$ cat config.mk
export PLATFORM = sky130hd
export DESIGN_NAME = qnu_sumsq
export DESIGN_NICKNAME = d
export VERILOG_FILES = /design/src/rtl/qnu_pkg.sv /design/src/rtl/qnu_sumsq.sv
export SDC_FILE = /design/constraint.sdc
export NUM_CORES = 2
export LEC_CHECK = 0
export BUFFER_PORTS_ARGS = -buffer_cell sky130_fd_sc_hd__buf_2
export CAP_MARGIN = 20
export CORE_ASPECT_RATIO = 0.6
export CORE_MARGIN = 8
export CORE_UTILIZATION = 45
export CTS_CLUSTER_DIAMETER = 150
export CTS_CLUSTER_SIZE = 10
export DETAILED_ROUTE_END_ITERATION = 10
export PLACE_DENSITY_LB_ADDON = 0.08
export RECOVER_POWER = 50
export REMOVE_ABC_BUFFERS = 1
export SETUP_SLACK_MARGIN = 0.3
export SYNTH_ARGS = -nofsm -noshare
export SYNTH_HDL_FRONTEND = slang
export SYNTH_SLANG_ARGS = --single-unit
$ cat constraint.sdc
create_clock -name clk -period 7.7 [get_ports clk]
set_clock_uncertainty 0.1 [all_clocks]
set_input_delay 1.54 -clock clk [delete_from_list [all_inputs] [get_ports clk]]
set_output_delay 1.54 -clock clk [all_outputs]
set_load 0.005 [all_outputs]
$ cat src/rtl/qnu_pkg.sv
// Shared types and constants of the quaternion normalizer.
// No dependencies; all other files of the block but qnu_if refer to this package.
package qnu_pkg;

	localparam int CompW  = 16;            // input component width
	localparam int NumC   = 4;             // components of a quaternion
	localparam int SqW    = 31;            // one square, at most 2^30
	localparam int SumW   = 34;            // sum of squares padded to an even width
	localparam int RootW  = SumW / 2;      // integer root, at most 2^16
	localparam int RemW   = RootW + 4;     // root remainder with two bits shifted in
	localparam int QuotW  = 15;            // quotient bits, result below 2^15
	localparam int FracW  = 14;            // Q1.14 fraction bits
	localparam int DRemW  = RootW + 1;     // divider partial remainder
	localparam int OneQ14 = 1 << FracW;

	typedef logic signed [CompW-1:0] comp_t;
	typedef comp_t [NumC-1:0] quad_t;

	typedef struct packed {
		logic signed [CompW-1:0] comp_w;
		logic signed [CompW-1:0] comp_x;
		logic signed [CompW-1:0] comp_y;
		logic signed [CompW-1:0] comp_z;
	} in_word_t;

	typedef struct packed {
		logic signed [CompW-1:0] norm_w;
		logic signed [CompW-1:0] norm_x;
		logic signed [CompW-1:0] norm_y;
		logic signed [CompW-1:0] norm_z;
		logic                    zero_length;
	} out_word_t;

endpackage

$ cat src/rtl/qnu_sumsq.sv
// Two pipeline stages: squares of the four components, then their sum.
// Depends on qnu_pkg.
module qnu_sumsq (
	input  logic                          clk,
	input  logic                          arst_n,
	input  logic                          en,
	input  logic                          vld_i,
	input  qnu_pkg::quad_t                comp_i,
	output logic                          vld_o,
	output qnu_pkg::quad_t                comp_o,
	output logic [qnu_pkg::SumW-1:0]      sum_o,
	output logic                          zero_o
);
	logic [qnu_pkg::SqW-1:0]            sq_s1 [qnu_pkg::NumC];
	qnu_pkg::quad_t                     comp_s1;
	logic                               vld_s1;
	logic                               vld_s2;
	logic signed [2*qnu_pkg::CompW-1:0] prod [qnu_pkg::NumC];

	always_comb begin
		for (int i = 0; i < qnu_pkg::NumC; i++) begin
			prod[i] = comp_i[i] * comp_i[i];
		end
	end

	always_ff @(posedge clk or negedge arst_n) begin
		if (!arst_n) begin
			vld_s1 <= 1'b0;
			vld_s2 <= 1'b0;
		end else if (en) begin
			vld_s1 <= vld_i;
			vld_s2 <= vld_s1;
		end
	end

	always_ff @(posedge clk) begin
		if (en) begin
			for (int i = 0; i < qnu_pkg::NumC; i++) begin
				sq_s1[i] <= prod[i][qnu_pkg::SqW-1:0];
			end
			comp_s1 <= comp_i;
			comp_o  <= comp_s1;
			sum_o   <= qnu_pkg::SumW'(sq_s1[0]) + qnu_pkg::SumW'(sq_s1[1])
			         + qnu_pkg::SumW'(sq_s1[2]) + qnu_pkg::SumW'(sq_s1[3]);
			zero_o  <= (comp_s1 == '0);
		end
	end

	assign vld_o = vld_s2;
endmodule

==> metrics <==
final WL=116 mm; fraction of registers with async set/reset=0.714%; failing checks=max-capacitance violations, max-slew violations; Post-CTS Hold Fix Bufs=0; max-cap violations=1; ys flop type=edfxtp_1; unrepaired setup endpoints after global routing=yes; Root Driver=clkbuf_16; synthesized instance count=4,431; initial core utilization=45.1%; gpl congestion=0.877; final setup fails=0; number of flops mapped to enable cells by yosys=278; syn avg cell area=10.4 um^2; Syn Std Cell Area=46,000 um^2; layout cells sized above 1=10.0%; Buffers on Ports=166; Tightest Pin Transition=5500 ps; iteration count of the initial detailed-routing pass=9; gr usage total=21.3%; Slew Limit Fails=86; drt wl/cell=18.9 um; RR Endpoint=sum_o[29]$_DFFE_PP_; H-tree depth=2; crit path DAT=7490 ps; fin crit period=7290 ps; Hold Path Depth=0; class of the worst hold path=reg -> reg; most frequent CP cell=fa_1; CTS Buf Count=34; DRC violations left=0; Worst-path clk slew=60 ps; Vias/cell=4.82; status=finished with violations; DR vias=29,700; cell taking the most area after synthesis=fa_1; CTS tree=built; Die X=429 um; Setup crit end=sq_s1[1][30]$_DFFE_PP_; Critical Path Source Type=input pin; Cell Chain, Critical Path=clkbuf_1 -> buf_4 -> nand2_1 -> fa_1 -> fa_1 -> fa_1 -> inv_1 -> fa_1 -> fa_1 -> inv_1 -> fa_1 -> inv_1 -> ha_1 -> nand2_1 -> o21ai_0 -> a21oi_1 -> a21bo_2 -> a31oi_1 -> a21oi_1 -> a211oi_2 -> a21oi_1 -> xnor2_1; Yosys top cell area share=42.4%; register bit total from synthesis=280; io pins=168; clock latency on the worst-skew pair=590 ps; reg2reg start=comp_s1[32]$_DFFE_PP_; worst-path fanout max=7; Layout fillers=9,569; sequential fraction of the synthesis area=18.3%; nets=6,222; final setup TNS=0 ps; r2r setup slk=2970 ps; Req. time, crit path=7900 ps; vias in the first global route=31,500; Die Ht=264 um; slowest stage delay, CP=520 ps; synth unique cells=75; area delta synth->final=11.0%; crit end category=register; Crit. Startpoint=comp_i[17]; core footprint=102,000 um^2; grt ovf=0; DP HPWL=102 mm; Rel. slew slack=-266%; maximum clock rate=137 MHz; Clock Tree Buf Depth=3; Final Hold Fails=0; global-route wire length before repair=188 mm; CP max-delay cell=fa_1; remaining antenna violation count after routing=0; YS warnings=0; DIE AREA=113,000 um^2; pin count of the biggest net entering global routing=108; main area contributors after synthesis=fa_1 42%, edfxtp_1 18%, inv_1 11%; fin crit share=94.7%; cells on worst reg2reg path=13; DR iter-0 viols=1,937; Crit Path Class=in -> reg; CTS sink cnt=280; row count=91; initial antenna violation count=3
[worst min-delay path by stage]
stage | startpoint | end | slack (ps)
after floorplan | comp_s1[12]$_DFFE_PP_ | comp_o[12]$_DFFE_PP_ | 330
after global placement | comp_s1[55]$_DFFE_PP_ | comp_o[55]$_DFFE_PP_ | 330
after detailed placement | comp_s1[6]$_DFFE_PP_ | comp_o[6]$_DFFE_PP_ | 340
after CTS | comp_s1[27]$_DFFE_PP_ | comp_o[27]$_DFFE_PP_ | 340
after global routing | comp_s1[17]$_DFFE_PP_ | comp_o[17]$_DFFE_PP_ | 360
final | comp_s1[27]$_DFFE_PP_ | comp_o[27]$_DFFE_PP_ | 340
[synthesized netlist by cell type, types with 3 or more instances]
master	instances
o21a_1	22
nor4_1	20
o21bai_1	20
o21ai_0	45
and4_1	4
inv_1	1290
clkbuf_1	87
fa_1	975
a31oi_1	13
nor2_1	188
ha_1	378
a211oi_1	13
or2_2	18
a21oi_1	112
nor2b_1	21
xor2_1	40
o21ai_1	6
o2111ai_1	4
clkinv_1	5
o31ai_1	5
a21boi_0	3
o211ai_1	8
a31o_2	11
nand2_1	343
a21o_1	68
nand3_1	30
nor3b_1	3
and3_1	15
edfxtp_1	278
a221oi_1	5
nor3_1	16
a21oi_2	3
nand2b_1	21
a211o_1	7
nand4_1	10
and2_1	141
mux2_2	6
xnor2_1	151
[critical path: cells and delay by family]
family,cells,cell delay [ps]
fa+ha+maj,7,3270
compound gates,7,1560
buf+inv,5,710
simple gates,2,270
xor+xnor,1,130
[logic make-up (layout without fill, tap and decap cells)]
family | count (synthesis) | in the layout | share of synthesized area (%)
fa+ha+maj | 1353 | 1353 | 52.7
other cells | 1 | 5 | 0.00815
mux | 6 | 6 | 0.147
xor+xnor | 191 | 191 | 3.64
buf+inv | 1387 | 1768 | 11.3
compound gates | 372 | 372 | 5.40
simple gates | 841 | 841 | 8.53
flops | 280 | 280 | 18.3
[what timing repair did]
| item | in CTS | in global routing |
|---|---|---|
| gates resized for setup | 0 | 17 |
| buffers inserted | 0 | 6 |
| endpoints found under the setup margin | 0 | 8 |
[sequential cells by signal, summed over array words and instances, names as in the netlist]
register / count
vld_s1: 1
comp_s1: 64
sq_s1: 116
vld_o: 1
comp_o: 64
zero_o: 1
sum_o: 33
[cells in the final DEF (no fill, tap or decap), types with 112 or more instances in the layout]
cell type,n
inv_1,1288
fa_1,973
ha_1,378
nand2_1,343
edfxtp_1,278
buf_4,226
nor2_1,183
xnor2_1,151
buf_2,143
and2_1,141
a21oi_1,112
[through the flow]
stage | util [%] | std cells | worst slack (ps) | cell area [um^2] | hold slack (ps)
6_report | 50.1 | 6164 | 409 | 51100 | 340
5_1_grt | 50.1 | 6161 | 131 | 51100 | 357
4_1_cts | 50.1 | 6153 | 374 | 51100 | 344
3_5_place_dp | 49.2 | 6106 | -208 | 50200 | 335
3_3_place_gp | 49.2 | 6106 | -261 | 50200 | 335
2_1_floorplan | - | 4339 | 389 | 45700 | 327
[cell type report]
class	count	area (um^2)	area share [%]
Inverter	1295	4870	9.54
Clock buffer	42	881	1.72
Antenna cell	4	10.0	0.0196
Sequential cell	280	8400	16.4
Clock inverter	5	46.3	0.0907
Multi-Input combinational cell	2764	32500	63.5
Tap cell	1348	1690	3.30
Timing Repair Buffer	426	2720	5.33
[per-layer routing]
layer / routed length [um] / GRT usage [%] / vias up
li1: - / - / 14000
met1: 62100 / 35.6 / 14900
met2: 44300 / 28.2 / 700
met3: 8370 / 4.59 / 69
met4: 1500 / 2.90 / 0
met5: 0 / 0 / -
Power is not shown: default switching activity piles up to over one toggle a cycle in this logic, so the estimate is an artifact.
