[src/rtl/qnu_pkg.sv]
// Shared types and constants of the quaternion normalizer.
// No dependencies; all other files of the block but qnu_if refer to this package.
package qnu_pkg;

	localparam int CompW  = 16;            // input component width
	localparam int NumC   = 4;             // components of a quaternion
	localparam int SqW    = 31;            // one square, at most 2^30
	localparam int SumW   = 34;            // sum of squares padded to an even width
	localparam int RootW  = SumW / 2;      // integer root, at most 2^16
	localparam int RemW   = RootW + 4;     // root remainder with two bits shifted in
	localparam int QuotW  = 15;            // quotient bits, result below 2^15
	localparam int FracW  = 14;            // Q1.14 fraction bits
	localparam int DRemW  = RootW + 1;     // divider partial remainder
	localparam int OneQ14 = 1 << FracW;

	typedef logic signed [CompW-1:0] comp_t;
	typedef comp_t [NumC-1:0] quad_t;

	typedef struct packed {
		logic signed [CompW-1:0] comp_w;
		logic signed [CompW-1:0] comp_x;
		logic signed [CompW-1:0] comp_y;
		logic signed [CompW-1:0] comp_z;
	} in_word_t;

	typedef struct packed {
		logic signed [CompW-1:0] norm_w;
		logic signed [CompW-1:0] norm_x;
		logic signed [CompW-1:0] norm_y;
		logic signed [CompW-1:0] norm_z;
		logic                    zero_length;
	} out_word_t;

endpackage

[src/rtl/qnu_sqrt.sv]
// Digit-by-digit integer square root, one result bit per pipeline stage.
// The components and the zero flag ride along. Depends on qnu_pkg.
module qnu_sqrt (
	input  logic                          clk,
	input  logic                          arst_n,
	input  logic                          en,
	input  logic                          vld_i,
	input  qnu_pkg::quad_t                comp_i,
	input  logic [qnu_pkg::SumW-1:0]      sum_i,
	input  logic                          zero_i,
	output logic                          vld_o,
	output qnu_pkg::quad_t                comp_o,
	output logic [qnu_pkg::RootW-1:0]     root_o,
	output logic                          zero_o
);
	localparam int N = qnu_pkg::RootW;

	logic                          vld_s  [N+1];
	qnu_pkg::quad_t                comp_s [N+1];
	logic                          zero_s [N+1];
	logic [qnu_pkg::SumW-1:0]      rad_s  [N+1];
	logic [qnu_pkg::RemW-1:0]      rem_s  [N+1];
	logic [qnu_pkg::RootW-1:0]     root_s [N+1];

	assign vld_s[0]  = vld_i;
	assign comp_s[0] = comp_i;
	assign zero_s[0] = zero_i;
	assign rad_s[0]  = sum_i;
	assign rem_s[0]  = '0;
	assign root_s[0] = '0;

	for (genvar k = 0; k < N; k++) begin : g_stage
		logic [qnu_pkg::RemW-1:0] rem_n;
		logic [qnu_pkg::RemW-1:0] trial;
		logic                     ge;

		always_comb begin
			rem_n = {rem_s[k][qnu_pkg::RemW-3:0], rad_s[k][qnu_pkg::SumW-1 -: 2]};
			trial = {2'b00, root_s[k], 2'b01};
			ge    = (rem_n >= trial);
		end

		always_ff @(posedge clk or negedge arst_n) begin
			if (!arst_n) begin
				vld_s[k+1] <= 1'b0;
			end else if (en) begin
				vld_s[k+1] <= vld_s[k];
			end
		end

		always_ff @(posedge clk) begin
			if (en) begin
				comp_s[k+1] <= comp_s[k];
				zero_s[k+1] <= zero_s[k];
				rad_s[k+1]  <= rad_s[k] << 2;
				rem_s[k+1]  <= ge ? rem_n - trial : rem_n;
				root_s[k+1] <= {root_s[k][qnu_pkg::RootW-2:0], ge};
			end
		end
	end

	assign vld_o  = vld_s[N];
	assign comp_o = comp_s[N];
	assign root_o = root_s[N];
	assign zero_o = zero_s[N];
endmodule

[config.mk]
export PLATFORM = sky130hd
export DESIGN_NAME = qnu_sqrt
export DESIGN_NICKNAME = d
export VERILOG_FILES = /design/src/rtl/qnu_pkg.sv /design/src/rtl/qnu_sqrt.sv
export SDC_FILE = /design/constraint.sdc
export NUM_CORES = 2
export LEC_CHECK = 0
export ABC_CLOCK_PERIOD_IN_PS = 3500
export BUFFER_PORTS_ARGS = -buffer_cell sky130_fd_sc_hd__buf_4
export CAP_MARGIN = 40
export CORE_ASPECT_RATIO = 0.7
export CORE_UTILIZATION = 44
export CTS_CLUSTER_SIZE = 10
export DETAILED_ROUTE_END_ITERATION = 10
export GPL_TIMING_DRIVEN = 0
export HOLD_SLACK_MARGIN = 0.02
export PLACE_DENSITY = 0.67
export SLEW_MARGIN = 20
export SYNTH_ARGS = -nofsm -noshare
export SYNTH_HDL_FRONTEND = slang
export SYNTH_SLANG_ARGS = --single-unit
[constraint.sdc]
create_clock -name clk -period 3.5 [get_ports clk]
set_input_delay 0.7 -clock clk [delete_from_list [all_inputs] [get_ports clk]]
set_output_delay 0.7 -clock clk [all_outputs]
set_load 0.1 [all_outputs]
==> results.md <==
- Outcome: complete, no violations
- Net Sw Power: between 10 and 15 mW
- Syn Std Cell Area: roughly 67,000 sq um
- Detail-routed net length per standard cell: between 15 and 20 um
- Ratio of cells with drive above 1 in the final layout: roughly an eighth
- CP max-delay cell: sky130_fd_sc_hd__a2111oi_0
- Cell at the root of the clock tree: sky130_fd_sc_hd__clkbuf_16
- Worst min path class: input pin to register
- Placed cell count: 5,873
- Fin cells: slightly above 6,000
- RD Place Congestion: 0.870
- Maximum number of pins on one net before global-route repair: 159
- Warnings, synthesis: 0
- Min-Delay Path Depth: 2
- CP Launch Type: register
- Vias after detailed routing: a little over 30,000
- Source of the worst register-to-register timing path: g_stage[11].rem_n[2]
- # DRC: 0
- Signed area change from the synthesized netlist to the final layout: 16.5%
- Shortest period the worst path allows: around 3300 ps
- Share of power burned in the clock network: a little under two fifths
- Routed vias/inst: about 4.8
- HPWL Detailed: approximately 56,000 um
- Count of nets after finishing: 4,452
- Sequential fraction of the synthesis area: between 80% and 90%
- Die boundary height: 328 um
- End of the worst register-to-register path: g_stage[12].rem_n[12]
- Chip width: about 470 um
- Hold violation count in the final report: 0
- Instance area after placement: between 70,000 and 80,000 sq um
- Grt total ovfl: 0
- Commonest cells after routing, fill and taps aside: sky130_fd_sc_hd__edfxtp_1, sky130_fd_sc_hd__buf_4, sky130_fd_sc_hd__inv_1, sky130_fd_sc_hd__clkbuf_16, sky130_fd_sc_hd__nor2_1
- Final wirelength: between 90,000 and 100,000 um
- Core outline area: ~150,000 sq um
- Commonest non-fill, non-tap cell in the layout: sky130_fd_sc_hd__edfxtp_1
- Endpoint of the worst hold-timing path: vld_s[16]
- Flip-flop cell with the highest count after synthesis: sky130_fd_sc_hd__edfxtp_1
- Total I/O pin count: 186
- Leakage component of the power: ~28 nW
- DRT antenna net count: 0
- Cell row count: around 120
- Cell internal power dissipation: around 39 mW
- Data arrival time of the critical path: around 3800 ps
- Synth cell types: 78
- Maximum frequency from static timing analysis: between 300 and 400 MHz
- Fin crit share: 93.8%
- CP Data Required Time: approximately 4000 ps
- Sinks on the clock net: between 1,500 and 2,000
- Initial standard-cell utilization of the core: 44.4%
- Number of global-route vias before repair: a little under 30,000
- Total power draw: approximately 50 mW
- Share of synthesized registers carrying an async set or reset: less than 1%
- Max-cap violation count: 0
- Unrepaired setup endpoints after global routing: no
- Total of flip-flops plus latches after synthesis: around 1,800
- Worst Reg-to-Reg Cells: 8
- Max Transition Viols Final: 0
- Critical-path cell list: ha_1 -> o21ai_0 -> a2111oi_0 -> buf_1 -> nand2_1 -> nand3_1 -> clkbuf_1 -> mux2_2
- Pre-Repair DR Iteration Count: 5
- Post-Synthesis Mean Instance Area: 18.2 sq um
- Critical hold path startpoint: vld_i
- Largest stage delay, worst path: between 500 and 600 ps
- Setup slack, reg-to-reg: about 220 ps
- Post-synthesis instance total: approximately 3,700
- Critical Setup Path Class: register to register
- DRC marker count from the first detailed-route iteration: roughly 2,100
- Number of antenna violations at the first check in global routing: 0
- Maximum count of clock buffers along a single path: 3
- Sw Ratio: about 22%
- Hold Slack: 129 ps
- TritonCTS clock tree: yes
- Post-route setup TNS: 0 ps
- Transition time of the tightest slew-check pin: 821 ps
- Area of the die: 154,000 sq um
- Peak supply drop: about 0.00053 V
- Slew headroom: between 40% and 50%
- Number of inserted filler cells in the final layout: 11,900
- Global-route wire length before repair: around 150,000 um
- Inserted Diodes: 0
- Final Skew: ~65 ps
- Design Area, Final: roughly 78,000 sq um
- Clock latency at the later pin of the worst-skew pair: 810 ps
- Post-synth EDFFs: around 1,800
- CTS H-tree depth: 4
- Total of buffers placed on input and output ports: between 150 and 200
- Number of buffers inserted during clock tree synthesis: roughly 200
- Largest driver fanout on the critical path: 10
- Global routing usage summed across all routing layers: between 10% and 20%
- Number of nets in the synthesized netlist: just under 4,000
- Power density over cell area: 637 nW/um^2
- CTS clock-pin slew for the worst setup and hold paths: 60 ps
- Fraction of power consumed by combinational cells: under 10%
- Critical path capture point type: register
- Final setup vio count: 0
- Sequential cell fraction of total power: between 50% and 60%
[repair_timing]
| action | 4_1_cts | 5_1_grt |
|---|---|---|
| cloned | 3 | 1 |
| hold buffers | 90 | 0 |
| gates resized for setup | 0 | 9 |
| pin swaps | 0 | 0 |
| setup buffers | 0 | 0 |
| setup endpoints to repair | 271 | 226 |
| hold endpoints to repair | 106 | 0 |
[synthesized netlist by cell type (all sizes together), types with 11 or more instances]
cell type	n	area (sq um)
o21a	21	158
a21o	38	285
or2	13	81.3
xnor2	110	963
edfxtp	1812	54400
a31oi	11	68.8
nand2b	34	213
ha	171	2140
nor4	31	209
a21boi	11	82.6
xor2	100	876
mux2	45	507
nand4	20	125
mux2i	12	120
nor2b	21	131
a21oi	159	796
o21ai	122	611
dfrtp	17	425
nor3	74	375
a211oi	21	158
or4	18	139
o211ai	13	97.6
nand3	35	175
inv	210	788
clkbuf	33	124
or3	23	154
nor2	173	649
buf	67	494
nand2	139	522
[cell families after synthesis]
family,count (synthesis),synth area share (%)
fa+ha+maj,171,3.20
buf+inv,310,2.10
mux,57,0.937
compound gates,474,4.40
simple gates,624,4.65
xor+xnor,210,2.75
other cells,1,0.00560
flops,1829,82.0
[layout make-up]
class	count	area (sq um)	share of cell area, %
Buffer	100	621	0.796
Clock inverter	20	419	0.538
Tap cell	1996	2500	3.20
Timing Repair Buffer	296	2790	3.57
Sequential cell	1829	54800	70.4
Clock buffer	250	5300	6.80
Multi-Input combinational cell	1537	10700	13.7
Inverter	210	788	1.01
[sequential cells by signal, indices dropped and copies added (netlist names)]
register	count
comp_o	64
comp_s	1024
g_stage.rem_n	314
g_stage.trial	136
rad_s	240
root_o	17
vld_o	1
vld_s	16
zero_o	1
zero_s	16
[per-layer routing]
metal	vias to the layer above	global-route usage [%]	part of all wire [%]
met4	0	5.27	2.9
met2	587	18.6	46
met3	217	2.85	4.4
met1	14500	16.6	47
li1	14900	-	-
met5	-	0	0
[worst max-delay path by stage]
stage	depth (start not counted)	slack, ps	endpoint	start
2_1_floorplan	8	740	g_stage[8].rem_n[18]	g_stage[7].rem_n[6]
3_3_place_gp	1	-14240	comp_o[57]	en
3_5_place_dp	6	-1490	g_stage[16].rem_n[20]	en
4_1_cts	11	60	g_stage[8].rem_n[6]	g_stage[7].trial[2]
5_1_grt	9	2	g_stage[7].rem_n[7]	g_stage[6].rem_n[2]
6_report	8	220	g_stage[12].rem_n[12]	g_stage[11].rem_n[2]
[worst max-delay path, delay by kind of cell, from the launching register on]
family,cells,cell delay (ps)
compound gates,2,760
fa+ha+maj,1,370
buf+inv,2,680
flops,1,400
mux,1,410
simple gates,2,370
[metrics by stage]
| stage | util, % | setup slack (ps) |
|---|---|---|
| final | 51.7 | 216 |
| after global routing | 51.7 | 1.53 |
| after CTS | 51.7 | 62.6 |
| after detailed placement | 47.2 | -1490 |
| after global placement | 47.0 | -14240 |
| after floorplan | - | 739 |
[power groups by stage]
stage	logic [mW]	registers (mW)	clock network (mW)
floorplan	2.74	27.2	0
global placement	3.91	28.0	0
detailed placement	4.04	27.4	0
CTS	4.17	27.0	19.2
global route	4.61	27.1	20.1
finish	4.16	26.9	18.5
No activity file was read; power rests on OpenSTA's default activity.
